==> config.mk <==
export PLATFORM = sky130hd
export DESIGN_NAME = i2c_bit_level_master_top
export DESIGN_NICKNAME = d
export VERILOG_FILES = /design/src/rtl/core/i2cbm_pkg.sv /design/src/rtl/core/i2cbm_cfg.sv /design/src/rtl/core/i2cbm_seq.sv /design/src/rtl/core/i2c_bit_level_master_top.sv
export VERILOG_INCLUDE_DIRS = /design/src /design/src/rtl/core
export SDC_FILE = /design/constraint.sdc
export NUM_CORES = 1
export LEC_CHECK = 0
export ABC_AREA = 1
export BUFFER_PORTS_ARGS = -buffer_cell sky130_fd_sc_hd__buf_2
export CAP_MARGIN = 20
export CORE_MARGIN = 8
export CORE_UTILIZATION = 54
export DETAILED_ROUTE_END_ITERATION = 6
export PLACE_DENSITY = 0.81
export SLEW_MARGIN = 10
export SYNTH_ARGS = -nofsm -noshare
export SYNTH_HDL_FRONTEND = slang
export SYNTH_SLANG_ARGS = --single-unit
==> constraint.sdc <==
create_clock -name clk -period 2.2 [get_ports clk]
set_input_delay 0 -clock clk [delete_from_list [all_inputs] [get_ports clk]]
set_output_delay 0 -clock clk [all_outputs]
set_load 0.02 [all_outputs]
==> src/rtl/core/i2c_bit_level_master_top_macros.svh <==
// assertion macros shared by the i2c bit-level master rtl
// no dependencies; expects signals clk and rst in the including module
`ifndef I2C_BIT_LEVEL_MASTER_TOP_MACROS_SVH
`define I2C_BIT_LEVEL_MASTER_TOP_MACROS_SVH

// consequent must hold in the same cycle as the antecedent
`define I2CBM_ASSERT_NOW(lbl, ante, cons, msg) \
  lbl: assert property (@(posedge clk) disable iff (rst) (ante) |-> (cons)) \
    else $error(msg);

// consequent must hold in the cycle after the antecedent
`define I2CBM_ASSERT_NEXT(lbl, ante, cons, msg) \
  lbl: assert property (@(posedge clk) disable iff (rst) (ante) |=> (cons)) \
    else $error(msg);

`endif

==> src/rtl/core/i2cbm_pkg.sv <==
// shared types and constants for the i2c bit-level master
// no dependencies
`default_nettype none

package i2cbm_pkg;

  localparam int BITS_PER_BYTE = 8;
  localparam logic [3:0] BYTE_BITS = 4'(BITS_PER_BYTE);
  localparam int MSB_IDX = BITS_PER_BYTE - 1;

  // register reset values
  localparam logic [7:0] LONG_DELAY_RESET  = 8'd5;
  localparam logic [7:0] SHORT_DELAY_RESET = 8'd1;
  localparam logic [7:0] POLL_LIMIT_RESET  = 8'd250;

  // configuration register indexes
  localparam logic [1:0] CFG_LONG_DELAY  = 2'd0;
  localparam logic [1:0] CFG_SHORT_DELAY = 2'd1;
  localparam logic [1:0] CFG_POLL_LIMIT  = 2'd2;

  typedef enum logic [2:0] {
    ACT_NONE  = 3'd0,
    ACT_START = 3'd1,
    ACT_WRITE = 3'd2,
    ACT_READ  = 3'd3,
    ACT_STOP  = 3'd4
  } action_t;

  typedef enum logic [3:0] {
    PH_IDLE    = 4'd0,
    PH_ST_A    = 4'd1,
    PH_ST_B    = 4'd2,
    PH_SP_A    = 4'd3,
    PH_W_SETUP = 4'd4,
    PH_W_HIGH  = 4'd5,
    PH_W_AFTER = 4'd6,
    PH_A_REL   = 4'd7,
    PH_A_HIGH  = 4'd8,
    PH_POLL    = 4'd9,
    PH_R_HIGH  = 4'd10,
    PH_R_LOW   = 4'd11,
    PH_K_SETUP = 4'd12,
    PH_K_HIGH  = 4'd13,
    PH_K_LOW   = 4'd14
  } phase_t;

  typedef struct packed {
    logic [7:0] long_delay_ticks;
    logic [7:0] short_delay_ticks;
    logic [7:0] ack_poll_limit;
  } i2cbm_cfg_t;

  typedef struct packed {
    logic       nack;
    logic [7:0] rx_byte;
    logic       done_res;
    logic       busy_res;
    logic       sda_out;
    logic       scl_out;
  } i2cbm_res_t;

  // a zero hold count acts as one tick
  function automatic logic [7:0] hold_ticks(input logic [7:0] d);
    hold_ticks = (d == 8'd0) ? 8'd1 : d;
  endfunction

endpackage

`default_nettype wire

==> src/rtl/core/i2cbm_cfg.sv <==
// configuration registers of the i2c bit-level master
// depends on i2cbm_pkg
`default_nettype none

module i2cbm_cfg
  import i2cbm_pkg::*;
(
  input  wire logic       clk,
  input  wire logic       rst,
  input  wire logic       wr_en,
  input  wire logic [1:0] wr_index,
  input  wire logic [7:0] wr_data,
  output i2cbm_cfg_t      cfg
);

  // register write, unknown indexes dropped
  always_ff @(posedge clk) begin
    if (rst) begin
      cfg.long_delay_ticks  <= LONG_DELAY_RESET;
      cfg.short_delay_ticks <= SHORT_DELAY_RESET;
      cfg.ack_poll_limit    <= POLL_LIMIT_RESET;
    end else if (wr_en) begin
      case (wr_index)
        CFG_LONG_DELAY:  cfg.long_delay_ticks  <= wr_data;
        CFG_SHORT_DELAY: cfg.short_delay_ticks <= wr_data;
        CFG_POLL_LIMIT:  cfg.ack_poll_limit    <= wr_data;
        default: ;
      endcase
    end
  end

endmodule

`default_nettype wire

==> src/rtl/core/i2cbm_seq.sv <==
// bit sequencer: one tick per call, drives scl/sda and tracks the byte
// depends on i2cbm_pkg and the assertion macro header
`default_nettype none

`include "i2c_bit_level_master_top_macros.svh"

module i2cbm_seq
  import i2cbm_pkg::*;
(
  input  wire logic       clk,
  input  wire logic       rst,
  input  wire logic       step,
  input  wire logic [2:0] action,
  input  wire logic [7:0] tx_byte,
  input  wire logic       send_ack,
  input  wire logic       sda_in,
  input  wire i2cbm_cfg_t cfg,
  output i2cbm_res_t      res
);

  phase_t     phase, phase_next;
  logic [3:0] bit_index, bit_index_next;
  logic [7:0] shift_reg, shift_reg_next;
  logic [7:0] delay_count, delay_count_next;
  logic [7:0] poll_count, poll_count_next;
  logic       ack_choice, ack_choice_next;
  logic       scl_level, scl_level_next;
  logic       sda_level, sda_level_next;
  logic       nack_flag, nack_flag_next;
  logic [7:0] rx_hold, rx_hold_next;
  logic       done;

  // shared decode
  logic       cmd_valid;
  logic       timed_end;
  logic       polling;
  logic [7:0] poll_base;
  logic       poll_over;
  logic [3:0] bit_inc;
  logic [7:0] shift_left;

  assign cmd_valid  = (action == ACT_START) || (action == ACT_WRITE) ||
                      (action == ACT_READ)  || (action == ACT_STOP);
  assign timed_end  = (phase != PH_IDLE) && (phase != PH_POLL) && (delay_count <= 8'd1);
  assign polling    = (phase == PH_POLL) || (timed_end && (phase == PH_A_HIGH));
  assign poll_base  = (phase == PH_A_HIGH) ? 8'd0 : poll_count;
  assign poll_over  = poll_base >= cfg.ack_poll_limit;
  assign bit_inc    = bit_index + 4'd1;
  assign shift_left = {shift_reg[MSB_IDX-1:0], 1'b0};

  // next phase
  always_comb begin
    phase_next = phase;
    if (phase == PH_IDLE) begin
      case (action)
        ACT_START: phase_next = PH_ST_A;
        ACT_WRITE: phase_next = PH_W_SETUP;
        ACT_READ:  phase_next = PH_R_HIGH;
        ACT_STOP:  phase_next = PH_SP_A;
        default:   phase_next = PH_IDLE;
      endcase
    end else if (polling) begin
      phase_next = (!sda_in || poll_over) ? PH_IDLE : PH_POLL;
    end else if (timed_end) begin
      case (phase)
        PH_ST_A:    phase_next = PH_ST_B;
        PH_ST_B:    phase_next = PH_IDLE;
        PH_SP_A:    phase_next = PH_IDLE;
        PH_W_SETUP: phase_next = PH_W_HIGH;
        PH_W_HIGH:  phase_next = PH_W_AFTER;
        PH_W_AFTER: phase_next = (bit_inc < BYTE_BITS) ? PH_W_SETUP : PH_A_REL;
        PH_A_REL:   phase_next = PH_A_HIGH;
        PH_R_HIGH:  phase_next = PH_R_LOW;
        PH_R_LOW:   phase_next = (bit_inc < BYTE_BITS) ? PH_R_HIGH : PH_K_SETUP;
        PH_K_SETUP: phase_next = PH_K_HIGH;
        PH_K_HIGH:  phase_next = PH_K_LOW;
        PH_K_LOW:   phase_next = PH_IDLE;
        default:    phase_next = PH_IDLE;
      endcase
    end
  end

  // datapath and line levels
  always_comb begin
    bit_index_next   = bit_index;
    shift_reg_next   = shift_reg;
    delay_count_next = delay_count;
    poll_count_next  = poll_count;
    ack_choice_next  = ack_choice;
    scl_level_next   = scl_level;
    sda_level_next   = sda_level;
    nack_flag_next   = nack_flag;
    rx_hold_next     = rx_hold;
    done             = 1'b0;
    if (phase == PH_IDLE) begin
      case (action)
        ACT_START: begin
          sda_level_next   = 1'b1;
          scl_level_next   = 1'b1;
          delay_count_next = hold_ticks(cfg.long_delay_ticks);
        end
        ACT_WRITE: begin
          shift_reg_next   = tx_byte;
          bit_index_next   = 4'd0;
          poll_count_next  = 8'd0;
          scl_level_next   = 1'b0;
          sda_level_next   = tx_byte[MSB_IDX];
          delay_count_next = hold_ticks(cfg.short_delay_ticks);
        end
        ACT_READ: begin
          shift_reg_next   = 8'd0;
          bit_index_next   = 4'd0;
          ack_choice_next  = send_ack;
          sda_level_next   = 1'b1;
          scl_level_next   = 1'b1;
          delay_count_next = hold_ticks(cfg.long_delay_ticks);
        end
        ACT_STOP: begin
          sda_level_next   = 1'b0;
          scl_level_next   = 1'b1;
          delay_count_next = hold_ticks(cfg.long_delay_ticks);
        end
        default: ;
      endcase
    end else if (polling) begin
      // ack check: low is ack, high once the poll count reaches the limit is nack
      if (!sda_in || poll_over) begin
        scl_level_next = 1'b0;
        nack_flag_next = sda_in;
        done           = 1'b1;
      end else begin
        poll_count_next = poll_base + 8'd1;
      end
    end else if (!timed_end) begin
      delay_count_next = delay_count - 8'd1;
    end else begin
      case (phase)
        PH_ST_A: begin
          sda_level_next   = 1'b0;
          delay_count_next = hold_ticks(cfg.long_delay_ticks);
        end
        PH_ST_B: begin
          scl_level_next = 1'b0;
          done           = 1'b1;
        end
        PH_SP_A: begin
          sda_level_next = 1'b1;
          done           = 1'b1;
        end
        PH_W_SETUP: begin
          scl_level_next   = 1'b1;
          delay_count_next = hold_ticks(cfg.long_delay_ticks);
        end
        PH_W_HIGH: begin
          scl_level_next   = 1'b0;
          delay_count_next = hold_ticks(cfg.short_delay_ticks);
        end
        PH_W_AFTER: begin
          bit_index_next = bit_inc;
          shift_reg_next = shift_left;
          if (bit_inc < BYTE_BITS) begin
            sda_level_next   = shift_left[MSB_IDX];
            delay_count_next = hold_ticks(cfg.short_delay_ticks);
          end else begin
            sda_level_next   = 1'b1;
            delay_count_next = hold_ticks(cfg.long_delay_ticks);
          end
        end
        PH_A_REL: begin
          scl_level_next   = 1'b1;
          delay_count_next = hold_ticks(cfg.long_delay_ticks);
        end
        PH_R_HIGH: begin
          shift_reg_next   = {shift_reg[MSB_IDX-1:0], sda_in};
          scl_level_next   = 1'b0;
          delay_count_next = hold_ticks(cfg.long_delay_ticks);
        end
        PH_R_LOW: begin
          bit_index_next = bit_inc;
          if (bit_inc < BYTE_BITS) begin
            scl_level_next = 1'b1;
          end else begin
            rx_hold_next   = shift_reg;
            sda_level_next = !ack_choice;
          end
          delay_count_next = hold_ticks(cfg.long_delay_ticks);
        end
        PH_K_SETUP: begin
          scl_level_next   = 1'b1;
          delay_count_next = hold_ticks(cfg.long_delay_ticks);
        end
        PH_K_HIGH: begin
          scl_level_next   = 1'b0;
          delay_count_next = hold_ticks(cfg.long_delay_ticks);
        end
        PH_K_LOW: begin
          sda_level_next = 1'b1;
          done           = 1'b1;
        end
        default: ;
      endcase
    end
  end

  // state registers, advanced once per accepted tick
  always_ff @(posedge clk) begin
    if (rst) begin
      phase       <= PH_IDLE;
      bit_index   <= 4'd0;
      shift_reg   <= 8'd0;
      delay_count <= 8'd0;
      poll_count  <= 8'd0;
      ack_choice  <= 1'b0;
      scl_level   <= 1'b1;
      sda_level   <= 1'b1;
      nack_flag   <= 1'b0;
      rx_hold     <= 8'd0;
    end else if (step) begin
      phase       <= phase_next;
      bit_index   <= bit_index_next;
      shift_reg   <= shift_reg_next;
      delay_count <= delay_count_next;
      poll_count  <= poll_count_next;
      ack_choice  <= ack_choice_next;
      scl_level   <= scl_level_next;
      sda_level   <= sda_level_next;
      nack_flag   <= nack_flag_next;
      rx_hold     <= rx_hold_next;
    end
  end

  // result of this tick, taken from the updated state
  always_comb begin
    res.scl_out  = scl_level_next;
    res.sda_out  = sda_level_next;
    res.busy_res = (phase_next != PH_IDLE);
    res.done_res = done;
    res.rx_byte  = rx_hold_next;
    res.nack     = nack_flag_next;
  end

  `I2CBM_ASSERT_NOW(a_hold_nonzero, (phase != PH_IDLE) && (phase != PH_POLL), delay_count != 8'd0, "timed step with zero hold count")
  `I2CBM_ASSERT_NOW(a_bit_range, 1'b1, bit_index <= BYTE_BITS, "bit index past the byte")
  `I2CBM_ASSERT_NOW(a_poll_scl_high, phase == PH_POLL, scl_level, "scl low while polling for ack")
  `I2CBM_ASSERT_NOW(a_done_ends, step && done, phase_next == PH_IDLE, "command done without returning idle")

endmodule

`default_nettype wire

==> src/rtl/core/i2c_bit_level_master_top.sv <==
// i2c bit-level master: one timing tick per input beat, one result beat per tick.
// latency: the result beat for a tick is valid the cycle after the tick beat.
// throughput: one tick per cycle when no result is held, set by the single state update.
// the output register lets a new tick in while the last result is being taken.
// reset (rst, synchronous) idles the sequencer, releases scl/sda, loads register defaults.
// depends on i2cbm_pkg, i2cbm_cfg, i2cbm_seq and the assertion macro header
`default_nettype none

`include "i2c_bit_level_master_top_macros.svh"

module i2c_bit_level_master_top
  import i2cbm_pkg::*;
(
  input  wire logic        clk,
  input  wire logic        rst,
  // tick beats
  input  wire logic        s_tvalid,
  output logic             s_tready,
  input  wire logic [15:0] s_tdata,   // action[2:0], tx_byte[10:3], send_ack[11], sda_in[12]
  // result beats
  output logic             m_tvalid,
  input  wire logic        m_tready,
  output logic [15:0]      m_tdata,   // scl_out[0], sda_out[1], busy_res[2], done_res[3],
                                      // rx_byte[11:4], nack[12]
  // register writes
  input  wire logic        cfg_valid,
  output logic             cfg_ready,
  input  wire logic [1:0]  cfg_index,
  input  wire logic [7:0]  cfg_data
);

  i2cbm_cfg_t cfg;
  i2cbm_res_t res;
  i2cbm_res_t res_q;
  logic       step;

  assign cfg_ready = 1'b1;
  assign s_tready  = !m_tvalid || m_tready;
  assign step      = s_tvalid && s_tready;

  i2cbm_cfg u_cfg (
    .clk      (clk),
    .rst      (rst),
    .wr_en    (cfg_valid && cfg_ready),
    .wr_index (cfg_index),
    .wr_data  (cfg_data),
    .cfg      (cfg)
  );

  i2cbm_seq u_seq (
    .clk      (clk),
    .rst      (rst),
    .step     (step),
    .action   (s_tdata[2:0]),
    .tx_byte  (s_tdata[10:3]),
    .send_ack (s_tdata[11]),
    .sda_in   (s_tdata[12]),
    .cfg      (cfg),
    .res      (res)
  );

  // output register valid
  always_ff @(posedge clk) begin
    if (rst) begin
      m_tvalid <= 1'b0;
    end else if (step) begin
      m_tvalid <= 1'b1;
    end else if (m_tready) begin
      m_tvalid <= 1'b0;
    end
  end

  // output register payload
  always_ff @(posedge clk) begin
    if (step) begin
      res_q <= res;
    end
  end

  assign m_tdata = {3'b000, res_q};

  `I2CBM_ASSERT_NEXT(a_tick_gives_beat, step, m_tvalid, "accepted tick produced no result beat")
  `I2CBM_ASSERT_NOW(a_done_not_busy, m_tvalid && res_q.done_res, !res_q.busy_res, "done reported while still busy")
  `I2CBM_ASSERT_NEXT(a_stall_blocks, m_tvalid && !m_tready, !step || m_tready || !m_tvalid, "tick taken over a held result")

endmodule

`default_nettype wire

# ---- Yosys cells after proc, flatten, opt, wreduce, memory -nomap -nowiden
# Cells that the tools add are included.
dict set report totals {
  wordCells 151
  latch_bits 0
  rom_bits 0
  reg_bits 82
  ramBits 0
  n_memories 0
  inputBits 31
}
dict set report classes {
  magnitude_cmp 3
  n_bitwise 0
  n_eq_ne 28
  shift 0
  n_mul 0
  n_reduce_logical 38
  div 0
  mux 59
  add_sub_neg 3
}
# op n
set op_table {}
lappend op_table {{two-way mux 8 bit} 19}
lappend op_table {{one-hot mux 8 bit (2 select lines)} 3}
lappend op_table {{two-way mux 4 bit} 9}
lappend op_table {{one-hot mux 4 bit (9 select lines)} 1}
lappend op_table {{equality test 4 bit (second input constant)} 7}
lappend op_table {{one-hot mux 8 bit (3 select lines)} 1}
lappend op_table {{two-way mux 1 bit} 19}
lappend op_table {{equality test 4 x 3 -> 1 bit (second input constant)} 4}
lappend op_table {{logical NOT 8 bit} 2}
lappend op_table {{one-hot mux 4 bit (4 select lines)} 1}
lappend op_table {{AND reduction 5 bit} 2}
lappend op_table {{OR reduction 3 bit} 3}
lappend op_table {{adder 8 x 1 -> 8 bit (second input constant)} 1}
lappend op_table {{equality test 4 x 2 -> 1 bit (second input constant)} 2}
lappend op_table {{>= comparator 8 bit} 1}
lappend op_table {{less-or-equal comparator 8 x 1 -> 1 bit (second input constant)} 1}
lappend op_table {{AND reduction 4 bit} 2}
lappend op_table {{nonzero test 2 bit} 4}
lappend op_table {{nonzero test 4 bit} 2}
lappend op_table {{OR reduction 2 bit} 4}
lappend op_table {{subtractor 8 x 1 -> 8 bit (second input constant)} 1}
lappend op_table {{OR reduction 7 bit} 1}
lappend op_table {{equality test 3 x 2 -> 1 bit (second input constant)} 2}
lappend op_table {{one-hot mux 1 bit (3 select lines)} 2}
lappend op_table {{26 further kinds} 37}

# ---- Longest topological paths before layout
dict set report logic_depth {
  word_depth 8
  ltp_mapped 22
  mapped_depth_nobuf 19
}

# ---- By module
# From an unflattened synthesis, not the netlist that was laid out.
dict set report unflattened {
  hier_cells 776
  area_unflattened_um2 5203.7
}
# module seq_area_each_um2 instances cells_per_inst area_each_um2
set modules_own_cells {}
lappend modules_own_cells {i2cbm_seq 880.8 1 610 3703.6}
lappend modules_own_cells {i2cbm_cfg 480.5 1 141 1024.7}
lappend modules_own_cells {i2c_bit_level_master_top 410.4 1 25 475.5}

# ---- Least setup slack after synthesis
# OpenSTA, ideal clock, no wires.
dict set report synth_timing {
  path_kind {reg-to-reg}
  from {reg u_seq.phase[1]}
  to {reg u_seq.poll_count[5]}
  arrival_time_ns 2.309
  path_stages_with_launch 16
  path_slack_ns -0.222
  period_less_slack_ns 2.422
  cell_sequence {dfxtp_1 > buf_4 > nor2_2 > nand2_2 > inv_2 > buf_4 > nor2_1 > ha_1 > a21o_1 > nor2_1 > nand4_1 > nand2_1 > nand3_1 > buf_6 > nor2_1 > nor2_1}
}
dict set report synth_via {
  elab_chain_cells 7
  word_cells_on_any_way 20
  cone_classes {1 x add/sub; 1 x order compare; 5 x eq/ne; 4 x mux; 9 x reduce/logical}
}
# item line_no
set synth_rtl {}
lappend synth_rtl {{start: declaration} i2cbm_seq.sv:21} ;# phase_t phase, phase_next;
lappend synth_rtl {{start signal: assignment} i2cbm_seq.sv:219} ;# phase <= phase_next;
lappend synth_rtl {{branches (longest 7 deep; another with adder 8 x 1 -> 8 bit)} n/a}
lappend synth_rtl {{end signal: assignment} i2cbm_seq.sv:223} ;# poll_count <= poll_count_next;
lappend synth_rtl {{end: declaration} i2cbm_seq.sv:25} ;# logic [7:0] poll_count, poll_count_next;
# Several ways; the timed one is not identified. The select of a mux whose other input is x is not followed.
# A chain may end at the register's enable or synchronous reset.

# ---- Worst setup path after layout
dict set report layout_timing {
  from {reg u_seq.phase[3]}
  to {reg res_q (netlist bit m_tdata[3]), data pin}
}
dict set report layout_via {
  elab_chain_cells 6
  word_cells_on_any_way 20
  cone_classes {1 x order compare; 6 x eq/ne; 5 x mux; 8 x reduce/logical}
}
# item line_no
set layout_rtl {}
lappend layout_rtl {{equality test 4 bit (tied with other cells)} {i2cbm_seq.sv:45, i2cbm_seq.sv:46}}
lappend layout_rtl {{two-way mux 8 bit or logical AND 1 bit (tied branches)} {i2cbm_seq.sv:46, i2cbm_seq.sv:44}}
lappend layout_rtl {{>= comparator 8 bit or logical AND 1 bit (tied branches)} {i2cbm_seq.sv:47, i2cbm_seq.sv:44}}
lappend layout_rtl {{logical OR 1 bit or logical AND 1 bit (tied branches)} {i2cbm_seq.sv:127, i2cbm_seq.sv:45}}
lappend layout_rtl {{two-way mux 1 bit or logical OR 1 bit (tied branches)} {i2cbm_seq.sv:127, i2cbm_seq.sv:45}}
lappend layout_rtl {{two-way mux 1 bit} i2cbm_seq.sv:125} ;# end else if (polling) begin
lappend layout_rtl {{end signal: assignment} i2c_bit_level_master_top.sv:76} ;# res_q <= res;
lappend layout_rtl {{end: declaration} i2c_bit_level_master_top.sv:34} ;# i2cbm_res_t res_q;
# Parallel ways exist; a longest one is shown, timed or not.

==> out/qor.csv <==
metric,value,unit
First-pass DRT Iterations,6,
via count,5258,
Routability Congestion,0.934,
synth unique cells,39,
Starting Density,0.554,
Largest register FFs,24,
Cell Int Power,2.75,mW
Main synth FF type,dfxtp_1,
I/O Pins,50,
worst min path class,primary input to register,
Worst-Skew Late Latency,0.36,ns
CORE AREA,9240,um^2
Syn Std Cell Area,5120,um^2
most frequent cells after synthesis,"nand2_1, nor2_1, inv_1, dfxtp_1, o21ai_0",
Net Switching,1.69,mW
Antenna Cells,0,
"Slew Viols, Final",0,
Setup Viol. Count Final,8,
DR iter-0 viols,386,
Remaining DRCs,0,
total CTS buffers,9,
post-synth top area cell,dfxtp_1,
Max Fanout on Critical Path,5,
# clock sinks,82,
CTS H-tree lvls,3,
CTS root buf,clkbuf_8,
fin nets,870,
Critical path origin,u_seq.phase[3]$_SDFFE_PP0P_,
top area cells in the synthesized netlist,"dfxtp_1, nand2_1, edfxtp_1",
Pwr Total,4.44,mW
ys async rst share,0,
Startpoint Class,register,
DR WL/cell,14.5,um
"Req. time, crit path",2.31,ns
worst-margin pin slew,0.564,ns
total track usage,0.209,
initial antenna violation count,0,
most numerous cell in the Yosys netlist,nand2_1,
PortBufs,42,
sequential power share,0.398,
fillers,762,
Final HPWL DP,9.57,mm
Pwr Density,723,nW/um^2
routed wire length,13.9,mm
share of cells above drive strength 1,0.232,
via/cell ratio,5.47,
die height,113,um
clk_skew,0.0106,ns
Synth-to-Final Area Change,20.0,%
vias in the first global route,4837,
LEAKAGE,2.83,nW
Post-DRT Antenna Nets,0,
CP arrival,2.36,ns
Sw Share,0.380,
Post-synth EDFFs,13,
fin crit share,1.03,
crit path kind,register to register,
slew margin rel.,0.623,
"Seq/Total Area, Yosys",0.346,
Die Wd,113,um
clock share of power,0.252,
CP endpoint kind,register,
"Reg clk slew, reported paths",0.09,ns
final setup margin,-0.0555,ns
fin crit period,2.26,ns
cell row count,35,
gr ovfl total,0,
die area,12900,um^2
violated checks,setup timing,
status,"complete, but fails checks",
CTS tree,done,
top cell type's share of synthesized area,0.270,
setup TNS,-0.278,ns
fmax,443,MHz
Max VDD drop,359,uV
RSZ-0062 raised after global routing,yes,
combinational fraction of design power,0.350,
Synth Instances,758,
first-pass GRT wire length,22.1,mm
worst hold start,s_tdata[10],
pin count of the biggest net entering global routing,39,
clock buffer depth,2,
Reg with most FFs,u_cfg.cfg,
register bit count reported by yosys,82,
Yosys warning total,0,
worst r2r src,u_seq.phase[3]$_SDFFE_PP0P_,
final-report hold violation count,0,
mean post-synth cell area,6.75,um^2
Max Cap Violations,0,
-- worst paths after layout --
kind              slack [ns]                      endpoint  cells after the start
setup / recovery       -0.06      m_tdata[3]$_SDFFCE_PP0P_                     17
hold / removal          0.04  u_seq.sda_level$_SDFFE_PP1P_                      5
setup reg to reg       -0.06      m_tdata[3]$_SDFFCE_PP0P_                     17
hold reg to reg         0.47    u_cfg.cfg[16]$_SDFFE_PP1P_                      2
-- cell families after synthesis --
kind of cell,share of synthesized area
flops,0.346
simple gates,0.333
buf+inv,0.117
fa+ha+maj,0.0293
other cells,0.00147
xor+xnor,0.00856
compound gates,0.165
-- worst max-delay path, stage by stage, from the launching register on --
cell	delay, ns
dfxtp_2	0.36
inv_4	0.04
nor2_4	0.11
nand2_4	0.13
clkinv_8	0.10
nor2_4	0.04
inv_2	0.06
ha_2	0.16
inv_1	0.04
nand2_1	0.09
nand2_1	0.07
nand2_1	0.06
nand2_1	0.05
nand2_2	0.07
nand4_1	0.16
buf_4	0.19
nor2_2	0.17
nor2_1	0.10
-- power groups by stage --
stage / logic (mW) / clock network (mW) / registers, mW
detailed placement: 1.40 / 0 / 1.80
CTS: 1.44 / 1.13 / 1.76
floorplan: 1.10 / 0 / 1.80
finish: 1.56 / 1.12 / 1.76
global placement: 1.36 / 0 / 1.79
global route: 1.72 / 1.20 / 1.78
-- placed cells by master, fill, tap and decap left out, types with 6 or more instances in the layout --
cell | synthesis | final
nand2_4 | 2 | 6
o21ai_2 | 16 | 16
o211ai_1 | 9 | 9
a21oi_1 | 53 | 51
nor2_1 | 95 | 85
clkbuf_8 | 0 | 9
buf_2 | 8 | 42
nand4_1 | 18 | 18
edfxtp_1 | 13 | 13
inv_2 | 8 | 10
nor2_2 | 9 | 10
o21ai_1 | 9 | 9
nand2_1 | 159 | 149
buf_4 | 8 | 27
dlygate4sd3_1 | 0 | 15
o21ai_0 | 55 | 55
dfxtp_1 | 69 | 67
ha_4 | 0 | 7
inv_1 | 90 | 86
nor2_4 | 5 | 14
nand3_1 | 54 | 53
nand2_2 | 16 | 22
-- layout make-up --
type                            count  area (um^2)  share of cell area
Timing Repair inverter              1         8.76             0.00143
Inverter                          101          399              0.0650
Sequential cell                    82         1770               0.289
Tap cell                          129          161              0.0263
Clock inverter                      6         65.1              0.0106
Clock buffer                       10          128              0.0208
Multi-Input combinational cell    545         3000               0.488
Timing Repair Buffer               87          606              0.0986
-- routing by layer --
layer  global-route usage  part of all wire  up-vias
met2                0.354              0.48      228
met3               0.0447             0.073       39
met1                0.251              0.42     2396
li1                     -                 -     2595
met4               0.0888             0.025        0
met5                    0                 0        -
-- timing repair --
action	in CTS	in global routing
pin swaps	4	26
hold buffers	15	0
endpoints found under the hold margin	24	0
setup buffers	3	8
setup endpoints to repair	9	16
gates resized for setup	4	39
cloned	0	2
-- through the flow --
step	hold WS (ns)	setup slack [ns]	cell area [um^2]	util	std cells
2_1_floorplan	0.126	-0.0215	5210	-	760
3_3_place_gp	0.259	-0.0124	5520	0.597	917
3_5_place_dp	0.267	-0.114	5520	0.597	917
4_1_cts	0.0145	-0.00499	5900	0.638	951
5_1_grt	0.0543	-0.226	6140	0.665	961
6_report	0.0382	-0.0555	6140	0.665	961
No activity file was read; power rests on OpenSTA's default activity.
